File: config.mk
export PLATFORM = sky130hd
export DESIGN_NAME = wfc_ram
export DESIGN_NICKNAME = d
export VERILOG_FILES = /design/src/hdl/word_frequency_counter_unit_assert.svh /design/src/hdl/wfc_ram.sv
export SDC_FILE = /design/constraint.sdc
export NUM_CORES = 1
export LEC_CHECK = 0
export BUFFER_PORTS_ARGS = -buffer_cell sky130_fd_sc_hd__buf_2
export CAP_MARGIN = 10
export CORE_MARGIN = 5
export CORE_UTILIZATION = 56
export DETAILED_ROUTE_END_ITERATION = 8
export PLACE_DENSITY = 0.82
export SETUP_SLACK_MARGIN = 0.02
export SLEW_MARGIN = 20
export SYNTH_ARGS = -nofsm -noshare
export SYNTH_HDL_FRONTEND = slang
export SYNTH_SLANG_ARGS = --single-unit
File: constraint.sdc
create_clock -name clk_i -period 2.4 [get_ports clk_i]
set_clock_uncertainty 0.2 [all_clocks]
set_input_delay 0.6 -clock clk_i [delete_from_list [all_inputs] [get_ports clk_i]]
set_output_delay 0.6 -clock clk_i [all_outputs]
set_load 0.01 [all_outputs]
File: src/hdl/word_frequency_counter_unit_assert.svh
// Assertion macros shared by the word frequency counter RTL.
`ifndef WORD_FREQUENCY_COUNTER_UNIT_ASSERT_SVH
`define WORD_FREQUENCY_COUNTER_UNIT_ASSERT_SVH

// Checks that a condition holds at every clock edge outside reset.
`define WFC_ASSERT_ALWAYS(lbl, cond, msg) \
  lbl: assert property (@(posedge clk_i) disable iff (!rst_ni) (cond)) else $error(msg);

// Checks that a consequent holds in the same cycle as its antecedent.
`define WFC_ASSERT_IMPL(lbl, ante, cons, msg) \
  lbl: assert property (@(posedge clk_i) disable iff (!rst_ni) (ante) |-> (cons)) \
    else $error(msg);

// Checks that a consequent holds in the cycle after its antecedent.
`define WFC_ASSERT_NEXT(lbl, ante, cons, msg) \
  lbl: assert property (@(posedge clk_i) disable iff (!rst_ni) (ante) |=> (cons)) \
    else $error(msg);

`endif

File: src/hdl/wfc_ram.sv
// Generic single-write, single-read RAM with registered read data.
module wfc_ram #(
  parameter int unsigned WIDTH = 8,
  parameter int unsigned DEPTH = 64,
  parameter int unsigned AW    = $clog2(DEPTH)
) (
  input  logic             clk_i,
  input  logic             we_i,
  input  logic [AW-1:0]    waddr_i,
  input  logic [WIDTH-1:0] wdata_i,
  input  logic [AW-1:0]    raddr_i,
  output logic [WIDTH-1:0] rdata_o
);

  logic [WIDTH-1:0] mem_q [DEPTH];

  always_ff @(posedge clk_i) begin
    if (we_i) begin
      mem_q[waddr_i] <= wdata_i;
    end
    rdata_o <= mem_q[raddr_i];
  end

endmodule

== Yosys cells after proc, flatten, opt, wreduce, memory -nomap -nowiden ==
Memories as Yosys holds them, arrays and structs flattened. A register that Yosys moved wholly into a read port is not among the register bits.
Index checks and enable logic that the tools add are counted.

* Mux-type cells: 2

{| class="wikitable"
|+ Operators with widths
! cell !! number
|-
| $mux W1 || 2
|}

* Output and inout port bits: 8
* RAM bits: 512
* Logic and storage cells: 3
* Register bits: 0
* Input port bits: 22
* Memories: 1

{| class="wikitable"
|+ Memories
! memory !! words !! bits a word !! rd ports !! clocked after Yosys merged registers in !! write ports !! line !! text
|-
| mem_q || 64 || 8 || 1 || 1 || 1 || wfc_ram.sv:15 || <nowiki>logic [WIDTH-1:0] mem_q [DEPTH];</nowiki>
|}

== Longest topological paths before layout ==
Gate-level depths: netlist (run 1).

* Depth in word-level cells: 2
* Mapped depth: 9
* Mapped depth without buffers: 5

== Worst setup path after synthesis (run 1) ==
Ideal clock, no wire load.

* Path type: in2reg
* From: in raddr_i[1]
* To: reg rdata_o[3], read port of mem_q
* Required time: 2.072 ns
* Stages on the path: 7
* Path buffers: 3
* Slack: -0.068 ns
* Arrival time: 2.140 ns
* Library setup time: 0.128 ns
* Cell sequence: buf_4 -> buf_2 -> buf_2 -> mux4_2 -> mux4_2 -> o21ai_1 -> o41ai_1

{| class="wikitable"
|+ RTL lines
! element !! line !! text
|-
| start, declared || wfc_ram.sv:11 || <nowiki>input logic [AW-1:0] raddr_i,</nowiki>
|-
| end, declared || wfc_ram.sv:12 || <nowiki>output logic [WIDTH-1:0] rdata_o</nowiki>
|}

==> run summary, run 1 <==
Crit path max fanout - 14
Die Area - 0.0399 mm2
Number of global-route vias before repair - 10,800
Mux contribution to synthesized area - 15.9%
Power, Total - 18,800 uW
Clock power frac - 40.7%
Reg-to-Reg Start - mem_q[21][6]$_DFFE_PP_
Combinational share of power - 5.6%
Power Density - 797 mW/mm2
Worst VDD drop - 0.000561 V
Worst Max-Slew Pin Slew - 0.701 ns
Non-filler cells, final - 1,626
Synth Area in Simple Gates - 3.39%
Die H - 200 um
R2R setup slack - 0.14 ns
Area contributors post-synth - edfxtp_1 (76%), mux4_2 (14%), nor2_1 (1.5%), mux2i_1 (1.1%), dfxtp_1 (0.79%)
Die X - 200 um
Final number of setup-violating endpoints - 0
TritonCTS clock tree - yes
Global Route Usage Sum - 23.1%
WL final - 44.9 mm
CTS max path bufs - 3
Synth area leader - edfxtp_1
Syn. warnings - 0
Residual DRC - 0
Total core area - 0.0356 mm2
Cells after synthesis - 940
Clock root buffer - clkbuf_16
Syn nets - 962
Switch share - 20.0%
Post-Synth Adder-Cell Area - 0%
Commonest non-fill, non-tap cells in the layout - edfxtp_1 (512), buf_4 (148), mux4_2 (126)
Rows - 69
Syn-to-layout area delta - 16.9%
F_max - 0.437 GHz
Startpoint types - input pin
Placed insts - 1,538
Flops & latches, synth - 520
Sequential-to-total area share from yosys stat - 77.0%
Initial antenna violation count - 3
First-pass GRT wire length - 67.8 mm
RD Place Congestion - 0.882
CP Class - in2reg
Part of the power in registers - 53.7%
Final critical-path required period - 2.29 ns
Clock sink count - 520
CTS buffer count - 48
Num ports - 30
Final Hold Viols - 0
Critical Path RT - 2.62 ns
Post-CTS Hold Buffers - 0
Synth Area in Compound Gates - 2.07%
Grt total ovfl - 0
Pin count of the biggest net entering global routing - 65
Slew Viols, Final - 0
ANT nets after route - 0
Final HPWL DP - 28.6 mm
1st-iter DRT viols - 1,253
Initial Util - 56.7%
Yosys cell types - 40
Post-Syn Area - 0.0202 mm2
I/O Buffers - 29
Layout cells sized above 1 - 34.2%
Drt wl/cell - 27.6 um
Status - completed
Commonest non-fill, non-tap cell in the layout - edfxtp_1
Reg2reg end - rdata_o[6]$_DFF_P_
HP Start - wdata_i[1]
Hold Path Depth - 1
Worst reg-to-reg path cell count - 5
Pleak - 0.00773 uW
Synth top area share - 76.2%
Reported max-cap violation count - 0
RSZ-0062 raised after global routing - false
Slew margin rel. - 53.2%
Final period utilization - 95.4%
Detailed-route vias per instance - 6.33
Fin nets - 1,149
HP Class - in2reg
Xor/xnor share of the synthesized area - 0%
Hold Path End - mem_q[51][1]$_DFFE_PP_
Via count - 10,300
H-tree depth - 2
Internal power - 15,000 uW
CP arrival - 2.51 ns
Crit. End Element - flip-flop
Net Sw Power - 3770 uW
Synth Area per Inst - 21.5 um2
Largest family of logic cells by synthesized area - multiplexers
Clk Latency, worst-skew pair - 0.56 ns
Clock transition at path regs - 0.06 ns
Pre-antenna DRT Iters - 5
==> worst max path at each step <==
stage	cells past startpoint	slack (ns)	to	startpoint
CTS	6	0.07	rdata_o[7]$_DFF_P_	raddr_i[0]
floorplan	8	0.03	rdata_o[7]$_DFF_P_	raddr_i[1]
detailed placement	6	-0.68	rdata_o[7]$_DFF_P_	raddr_i[0]
global placement	6	-0.66	rdata_o[7]$_DFF_P_	raddr_i[0]
finish	7	0.11	rdata_o[4]$_DFF_P_	raddr_i[0]
global route	8	0.04	rdata_o[0]$_DFF_P_	raddr_i[0]
==> power by group through the flow <==
stage | clock network [uW] | registers (uW) | logic, uW
after floorplan | 0 | 10300 | 539
after global placement | 0 | 10300 | 1000
after detailed placement | 0 | 10300 | 1040
after CTS | 7740 | 10100 | 1050
after global routing | 8170 | 10100 | 1120
final | 7650 | 10100 | 1060
==> what timing repair did <==
| action | in CTS | in global routing |
|---|---|---|
| endpoints found under the setup margin | 1 | 1 |
| gates resized for setup | 1 | 1 |
| buffers inserted | 0 | 0 |
==> critical path, cell delays in order <==
cell,delay [ns]
clkbuf_8,0.19
buf_12,0.21
buf_4,0.17
mux4_2,0.51
mux4_2,0.46
nor2_1,0.20
o32ai_1,0.15
==> metal layers <==
metal	vias up	track usage, %	routed length (um)
li1	4300	-	-
met1	5316	31.0	16600
met5	-	0	13
met3	123	4.62	3600
met2	554	38.5	22900
met4	2	8.48	1800
==> per-stage QoR <==
stage                     utilization [%]  cell area, um2  hold slack, ns  setup slack [ns]  setup TNS (ns)
after floorplan                         -           20200           0.499            0.0252               0
after global placement               61.8           22000           0.585            -0.659           -3.15
after detailed placement             61.8           22000           0.603            -0.682           -3.54
after CTS                            66.3           23600           0.284            0.0706               0
after global routing                 66.3           23600           0.296            0.0448               0
final                                66.3           23600           0.285             0.110               0
==> logic make-up after synthesis <==
group	count (synthesis)
buffers and inverters	51
AND/OR/NAND/NOR	153
flip-flops	520
multiplexers	162
AO/OA/AOI/OAI	54
==> synth_stat cells (all sizes together) <==
library cell and n:
a22oi 3, o21a 2, o221a 2, mux2 13, nand3 13, mux2i 23, o2111ai 3, o2bb2ai 3
o41ai 2, o221ai 8, nand3b 3, mux4 126, a21oi 3, a2111oi 2, nand4 2, nor3 7
a211oi 4, o311ai 1, and2 1, or3 1, buf 34, nor2 83, nor2b 14, a31oi 1
nand2b 7, clkbuf 17, nand4b 1, o22ai 8, nand2 19, nor4 2, a221oi 6, dfxtp 8
o32ai 2, edfxtp 512, o21ai 4
==> registers in the layout, summed over array words and instances (netlist names) <==
signal,flops
mem_q,512
rdata_o,8
==> cell type report <==
type | count | area [um2]
antenna | 2 | 5.00
clock buffer | 54 | 1220
clock inverter | 32 | 363
fill | 2157 | 12000
multi-input combinational | 369 | 4320
sequential | 520 | 15500
tap | 461 | 577
timing repair buffer | 188 | 1560
Note: power is estimated with default switching activity, not from simulation.
==> inputs of run 2 (changes only) <==
--- a/config.mk
+++ b/config.mk
@@ -6,7 +6,7 @@
 export NUM_CORES = 1
 export LEC_CHECK = 0
 export BUFFER_PORTS_ARGS = -buffer_cell sky130_fd_sc_hd__buf_2
-export CAP_MARGIN = 10
+export CAP_MARGIN = 20
 export CORE_MARGIN = 5
 export CORE_UTILIZATION = 56
 export DETAILED_ROUTE_END_ITERATION = 8
==> constraint.sdc (replaced) <==
create_clock -name clk_i -period 2.4 [get_ports clk_i]
set_clock_uncertainty 0.2 [all_clocks]
set_input_delay 0.48 -clock clk_i [delete_from_list [all_inputs] [get_ports clk_i]]
set_output_delay 0.48 -clock clk_i [all_outputs]
set_load 0.01 [all_outputs]
==> run 2 against run 1 <==
Flip-flop and latch count unchanged. Clock power decreased by 0.5%. Setup slack improved by 0.015 ns. Register-to-register slack about the same. Clock-buffer cell count increased by 7. Sequential share of layout area increased by 0.35 points. Global-route usage increased by 1.0 points. First-iteration DRC count increased by 3.8%. Via count increased by 2.5%. Sequential power about the same. Critical path type unchanged. Critical endpoint is now rdata_o[0]$_DFF_P_. Highest routed layer unchanged.
==> run summary, run 2 (synthesis gave the netlist of run 1 again) <==
WP depth - 7 (unchanged)
Crit. End Element - flip-flop (unchanged)
Worst Max-Slew Pin Slew - 0.753 ns (was 0.701 ns)
Combinational share of power - 5.5% (was 5.6%)
Pleak - 0.00767 uW (was 0.00773 uW)
Critical path's slowest cell - mux4_2 (unchanged)
Hold Path Depth - 3 (was 1)
Initial antenna violation count - 3 (unchanged)
Pin count of the biggest net entering global routing - 65 (unchanged)
Initial Util - 56.7% (unchanged)
Slew margin rel. - 49.8% (was 53.2%)
Rows - 69 (unchanged)
Via count - 10,600 (was 10,300)
Fin nets - 1,140 (was 1,149)
Clock transition at path regs - 0.06 ns (about the same)
Die H - 200 um (unchanged)
RD Place Congestion - 0.853 (was 0.882)
Detailed-route vias per instance - 6.51 (was 6.33)
Grt total ovfl - 0 (unchanged)
Critical Path RT - 2.64 ns (was 2.62 ns)
Total core area - 0.0356 mm2 (unchanged)
Global Route Usage Sum - 24.1% (was 23.1%)
Net Sw Power - 3900 uW (was 3770 uW)
Final Hold Viols - 0 (unchanged)
Clock sink count - 520 (unchanged)
Switch share - 20.8% (was 20.0%)
Worst path cell trace - clkbuf_8, buf_4, mux4_2, mux4_2, nor2_1, nor3_1, o2bb2ai_1 (was clkbuf_8, buf_12, buf_4, mux4_2, mux4_2, nor2_1, o32ai_1)
Residual DRC - 0 (unchanged)
Die Area - 0.0399 mm2 (unchanged)
WL final - 47.1 mm (was 44.9 mm)
Largest register FFs - 512 (unchanged)
Final number of setup-violating endpoints - 0 (unchanged)
Final HPWL DP - 28.9 mm (was 28.6 mm)
Internal power - 14,800 uW (was 15,000 uW)
Final period utilization - 94.8% (was 95.4%)
I/O Buffers - 29 (unchanged)
Delay-heaviest family, CP - multiplexers (unchanged)
Commonest non-fill, non-tap cells in the layout - edfxtp_1 (512), buf_4 (139), mux4_2 (126) (was edfxtp_1 (512), buf_4 (148), mux4_2 (126))
Worst reg-to-reg path cell count - 5 (unchanged)
Status - completed (unchanged)
Syn-to-layout area delta - 16.3% (was 16.9%)
Fin util - 65.9% (was 66.3%)
Slew Viols, Final - 0 (unchanged)
Post-CTS sizing - 0 (was 1)
Power Density - 799 mW/mm2 (was 797 mW/mm2)
Clock power frac - 40.6% (was 40.7%)
Final critical-path required period - 2.27 ns (was 2.29 ns)
Biggest regs - mem_q x512, rdata_o x8 (unchanged)
ANT nets after route - 0 (unchanged)
Num ports - 30 (unchanged)
H-tree depth - 2 (unchanged)
Top reg by flops - mem_q (unchanged)
1st-iter DRT viols - 1,301 (was 1,253)
Setup TNS - 0 ns (unchanged)
Die X - 200 um (unchanged)
Clk Latency, worst-skew pair - 0.56 ns (about the same)
Post-CTS Hold Buffers - 0 (unchanged)
Number of global-route vias before repair - 11,000 (was 10,800)
CP peak stage delay - 0.54 ns (was 0.51 ns)
Worst VDD drop - 0.000498 V (was 0.000561 V)
First-pass GRT wire length - 70.4 mm (was 67.8 mm)
F_max - 0.440 GHz (was 0.437 GHz)
Cell seen most often among critical-path stages - mux4_2 (unchanged)
Non-filler cells, final - 1,621 (was 1,626)
Pre-antenna DRT Iters - 5 (unchanged)
Reported max-cap violation count - 0 (unchanged)
CP Class - in2reg (unchanged)
Hold slack - 0.137 ns (was 0.285 ns)
Crit path max fanout - 12 (was 14)
RSZ-0062 raised after global routing - false (unchanged)
CTS max path bufs - 3 (unchanged)
Drt wl/cell - 29.1 um (was 27.6 um)
HP Class - in2reg (unchanged)
TritonCTS clock tree - yes (unchanged)
CTS buffer count - 49 (was 48)
Commonest non-fill, non-tap cell in the layout - edfxtp_1 (unchanged)
CP arrival - 2.51 ns (about the same)
Post-CTS setup buffer count - 0 (unchanged)
Startpoint types - input pin (unchanged)
Clock root buffer - clkbuf_16 (unchanged)
Placed insts - 1,528 (was 1,538)
Buffers and inverters on the worst path - 2 (was 3)
Layout cells sized above 1 - 34.0% (was 34.2%)
Part of the power in registers - 53.8% (was 53.7%)
==> run 2: layer usage <==
metal / vias up / part of all wire [%] / track usage, % / wire length (um)
met5: - / 0.038 / 0 / 18
met4: 4 / 3.6 / 8.30 / 1690
met3: 109 / 9.5 / 3.98 / 4470
met2: 688 / 50 / 39.4 / 23700
met1: 5467 / 37 / 34.0 / 17200
li1: 4284 / - / - / -
==> run 2: path summary, 6_finish.rpt <==
check,start,end,slack (ns)
worst max-delay path,raddr_i[0],rdata_o[0]$_DFF_P_,0.13
worst min register to register,mem_q[22][1]$_DFFE_PP_,rdata_o[1]$_DFF_P_,0.63
worst max register to register,mem_q[16][6]$_DFFE_PP_,rdata_o[6]$_DFF_P_,0.13
worst min-delay path,raddr_i[5],rdata_o[2]$_DFF_P_,0.14
==> run 2: layout make-up <==
| type | instances | area, um2 |
|---|---|---|
| clock buffer | 61 | 1320 |
| multi-input combinational | 369 | 4320 |
| tap | 461 | 577 |
| sequential | 520 | 15500 |
| antenna | 1 | 2.50 |
| fill | 2159 | 12100 |
| clock inverter | 31 | 262 |
| timing repair buffer | 178 | 1440 |
==> run 2: power by group through the flow <==
stage                     clock network [uW]  registers [uW]  logic, uW
after CTS                               7670           10100       1030
after global placement                     0           10300        982
after detailed placement                   0           10300       1020
after global routing                    8080           10100       1090
after floorplan                            0           10300        536
final                                   7610           10100       1030
==> run 2: worst min-delay path: cells and delay by family <==
family	cells	cell delay, ns
compound gates	1	0.06
buf+inv	1	0.21
simple gates	1	0.10
==> run 2: metrics by stage <==
| step | setup WS, ns | total power (uW) | area, um2 |
|---|---|---|---|
| finish | 0.126 | 18700 | 23500 |
| global route | 0.0456 | 19200 | 23500 |
| CTS | 0.140 | 18800 | 23500 |
| detailed placement | -0.451 | 11300 | 21900 |
| global placement | -0.469 | 11300 | 21900 |
| floorplan | 0.0523 | 10800 | 20200 |
==> inputs of run 3 (changes only) <==
--- a/config.mk
+++ b/config.mk
@@ -5,10 +5,12 @@
 export SDC_FILE = /design/constraint.sdc
 export NUM_CORES = 1
 export LEC_CHECK = 0
-export BUFFER_PORTS_ARGS = -buffer_cell sky130_fd_sc_hd__buf_2
+export ABC_CLOCK_PERIOD_IN_PS = 2400
+export BUFFER_PORTS_ARGS = -buffer_cell sky130_fd_sc_hd__buf_4
 export CAP_MARGIN = 20
 export CORE_MARGIN = 5
 export CORE_UTILIZATION = 56
+export CTS_CLUSTER_SIZE = 20
 export DETAILED_ROUTE_END_ITERATION = 8
 export PLACE_DENSITY = 0.82
 export SETUP_SLACK_MARGIN = 0.02
==> run 3 against run 2 <==
Combinational power is essentially flat. Setup slack improved by 0.0020 ns. Flip-flop and latch count unchanged. Non-clock buffer count fell by 13. Via count is 1.0% lower. Maximum frequency hardly changed. Design area down 0.43%. First-iteration DRC count grew 2.5%. Global-route usage shrank 0.55 points. Power is 1.6% lower. Register-to-register slack about the same. Sequential share of layout area increased by 0.29 points. Critical path type is now reg2reg.
==> run summary, run 3 (synthesis gave the netlist of run 1 again) <==
Residual DRC - 0 (unchanged)
Final worst slack - 0.128 ns (was 0.126 ns)
1st-iter DRT viols - 1,334 (was 1,301)
Slew margin rel. - 52.3% (was 49.8%)
Fin nets - 1,127 (was 1,140)
Pin count of the biggest net entering global routing - 65 (unchanged)
Critical Path RT - 2.62 ns (was 2.64 ns)
Final HPWL DP - 27.6 mm (was 28.9 mm)
Critical path's slowest cell - mux4_2 (unchanged)
Biggest regs - mem_q x512, rdata_o x8 (unchanged)
Post-CTS Hold Buffers - 0 (unchanged)
Die X - 200 um (unchanged)
Internal power - 14,600 uW (was 14,800 uW)
Die H - 200 um (unchanged)
RD Place Congestion - 0.850 (was 0.853)
Die Area - 0.0399 mm2 (unchanged)
Clock root buffer - clkbuf_16 (unchanged)
TritonCTS clock tree - yes (unchanged)
Total core area - 0.0356 mm2 (unchanged)
Antenna cells - 0 (was 1)
HP Start - raddr_i[5] (unchanged)
Final period utilization - 94.7% (was 94.8%)
Fill count - 2,178 (was 2,159)
Met2 usage - 38.7% (was 39.4%)
Pleak - 0.00760 uW (was 0.00767 uW)
Number of global-route vias before repair - 10,600 (was 11,000)
Rows - 69 (unchanged)
Largest register FFs - 512 (unchanged)
Net Sw Power - 3810 uW (was 3900 uW)
Top reg by flops - mem_q (unchanged)
Met3 Use GR - 3.31% (was 3.98%)
Met1 Use GR - 33.5% (was 34.0%)
Pre-antenna DRT Iters - 5 (unchanged)
Commonest non-fill, non-tap cell in the layout - edfxtp_1 (unchanged)
Crit path max fanout - 1 (was 12)
HP Class - in2reg (unchanged)
Switch share - 20.7% (was 20.8%)
CP peak stage delay - 0.50 ns (was 0.54 ns)
CTS buffer count - 49 (unchanged)
Worst path cell trace - mux4_2, mux4_2, o21ai_0, nand2_1 (was clkbuf_8, buf_4, mux4_2, mux4_2, nor2_1, nor3_1, o2bb2ai_1)
Slew Viols, Final - 0 (unchanged)
Post-CTS setup buffer count - 0 (unchanged)
Global Route Usage Sum - 23.6% (was 24.1%)
H-tree depth - 2 (unchanged)
Status - completed (unchanged)
Part of the power in registers - 54.7% (was 53.8%)
Hold Path End - rdata_o[2]$_DFF_P_ (unchanged)
Initial Util - 56.7% (unchanged)
RSZ-0062 raised after global routing - false (unchanged)
R2R setup slack - 0.13 ns (about the same)
Fin util - 65.7% (was 65.9%)
Reg2reg end - rdata_o[7]$_DFF_P_ (was rdata_o[6]$_DFF_P_)
Worst reg-to-reg path cell count - 4 (was 5)
F_max - 0.440 GHz (about the same)
Area post-placement - 0.0218 mm2 (was 0.0219 mm2)
Syn-to-layout area delta - 15.8% (was 16.3%)
Design Area, Final - 0.0234 mm2 (was 0.0235 mm2)
Clock transition at path regs - 0.06 ns (about the same)
Commonest non-fill, non-tap cells in the layout - edfxtp_1 (512), buf_4 (150), mux4_2 (126) (was edfxtp_1 (512), buf_4 (139), mux4_2 (126))
Final number of setup-violating endpoints - 0 (unchanged)
Final Hold Viols - 0 (unchanged)
First-pass GRT wire length - 68.8 mm (was 70.4 mm)
CP arrival - 2.49 ns (was 2.51 ns)
Initial antenna violation count - 1 (was 3)
I/O Buffers - 29 (unchanged)
Cell seen most often among critical-path stages - mux4_2 (unchanged)
Clock sink count - 520 (unchanged)
Startpoint types - flip-flop (was input pin)
Detailed-route vias per instance - 6.51 (about the same)
Combinational share of power - 5.6% (was 5.5%)
Power Density - 789 mW/mm2 (was 799 mW/mm2)
Reg-to-Reg Start - mem_q[37][7]$_DFFE_PP_ (was mem_q[16][6]$_DFFE_PP_)
Crit. End Element - flip-flop (unchanged)
Drt wl/cell - 28.5 um (was 29.1 um)
Via count - 10,400 (was 10,600)
CP Class - reg2reg (was in2reg)
Setup WS pre-CTS - -0.358 ns (was -0.451 ns)
Worst Max-Slew Pin Slew - 0.715 ns (was 0.753 ns)
Busiest grt layer - met2 (unchanged)
CTS max path bufs - 3 (unchanged)
Num ports - 30 (unchanged)
Reported max-cap violation count - 0 (unchanged)
Clk Latency, worst-skew pair - 0.57 ns (was 0.56 ns)
WL final - 45.8 mm (was 47.1 mm)
Worst VDD drop - 0.000564 V (was 0.000498 V)
Final critical-path required period - 2.27 ns (about the same)
Layout cells sized above 1 - 32.5% (was 34.0%)
Hold Path Depth - 3 (unchanged)
Grt total ovfl - 0 (unchanged)
Clock power frac - 39.7% (was 40.6%)
ANT nets after route - 0 (unchanged)
==> run 3: how the worst max path moves through the flow <==
stage / startpoint / cells past startpoint / slack [ns] / endpoint
2_1_floorplan: raddr_i[1] / 7 / 0.05 / rdata_o[3]$_DFF_P_
3_3_place_gp: raddr_i[0] / 7 / -0.36 / rdata_o[4]$_DFF_P_
3_5_place_dp: raddr_i[0] / 7 / -0.36 / rdata_o[4]$_DFF_P_
4_1_cts: mem_q[24][4]$_DFFE_PP_ / 5 / 0.13 / rdata_o[4]$_DFF_P_
5_1_grt: mem_q[39][7]$_DFFE_PP_ / 4 / 0.08 / rdata_o[7]$_DFF_P_
6_report: mem_q[37][7]$_DFFE_PP_ / 4 / 0.13 / rdata_o[7]$_DFF_P_
==> run 3: cell type report <==
type	instances	area [um2]	area share, %
well taps	461	577	2.47
multi-input cells	369	4320	18.5
clock buffers	68	1350	5.78
clock inverters	21	154	0.659
repair buffers	165	1420	6.08
flip-flops and latches	520	15500	66.5
==> run 3: metal layers <==
layer  vias up  share of wire (%)
met5         -              0.026
met4         2                3.7
met3       134                9.3
met2       669                 50
met1      5386                 37
li1       4254                  -
==> run 3: through the flow <==
stage	cells	power, uW	hold WS, ns	setup TNS, ns
global placement	1515	11300	0.633	-2.08
finish	1604	18400	0.0860	0
floorplan	940	10800	0.379	0
global route	1604	19000	0.0867	0
detailed placement	1515	11300	0.618	-2.21
CTS	1604	18500	0.0648	0
==> run 3: repair_timing <==
item,CTS,global route
setup endpoints to repair,0,1
hold endpoints to repair,0,0
gates resized for setup,0,1
==> run 3: critical path: cells and delay by family (launching register included) <==
family	cells	cell delay, ns
multiplexers	2	0.97
AO/OA/AOI/OAI	1	0.45
flip-flops	1	0.39
AND/OR/NAND/NOR	1	0.12
==> run 3: power by group through the flow <==
stage | clock (uW) | combinational [uW] | sequential, uW
3_5_place_dp | 0 | 1010 | 10300
3_3_place_gp | 0 | 981 | 10300
2_1_floorplan | 0 | 536 | 10300
6_report | 7310 | 1030 | 10100
5_1_grt | 7790 | 1090 | 10100
4_1_cts | 7390 | 1030 | 10100
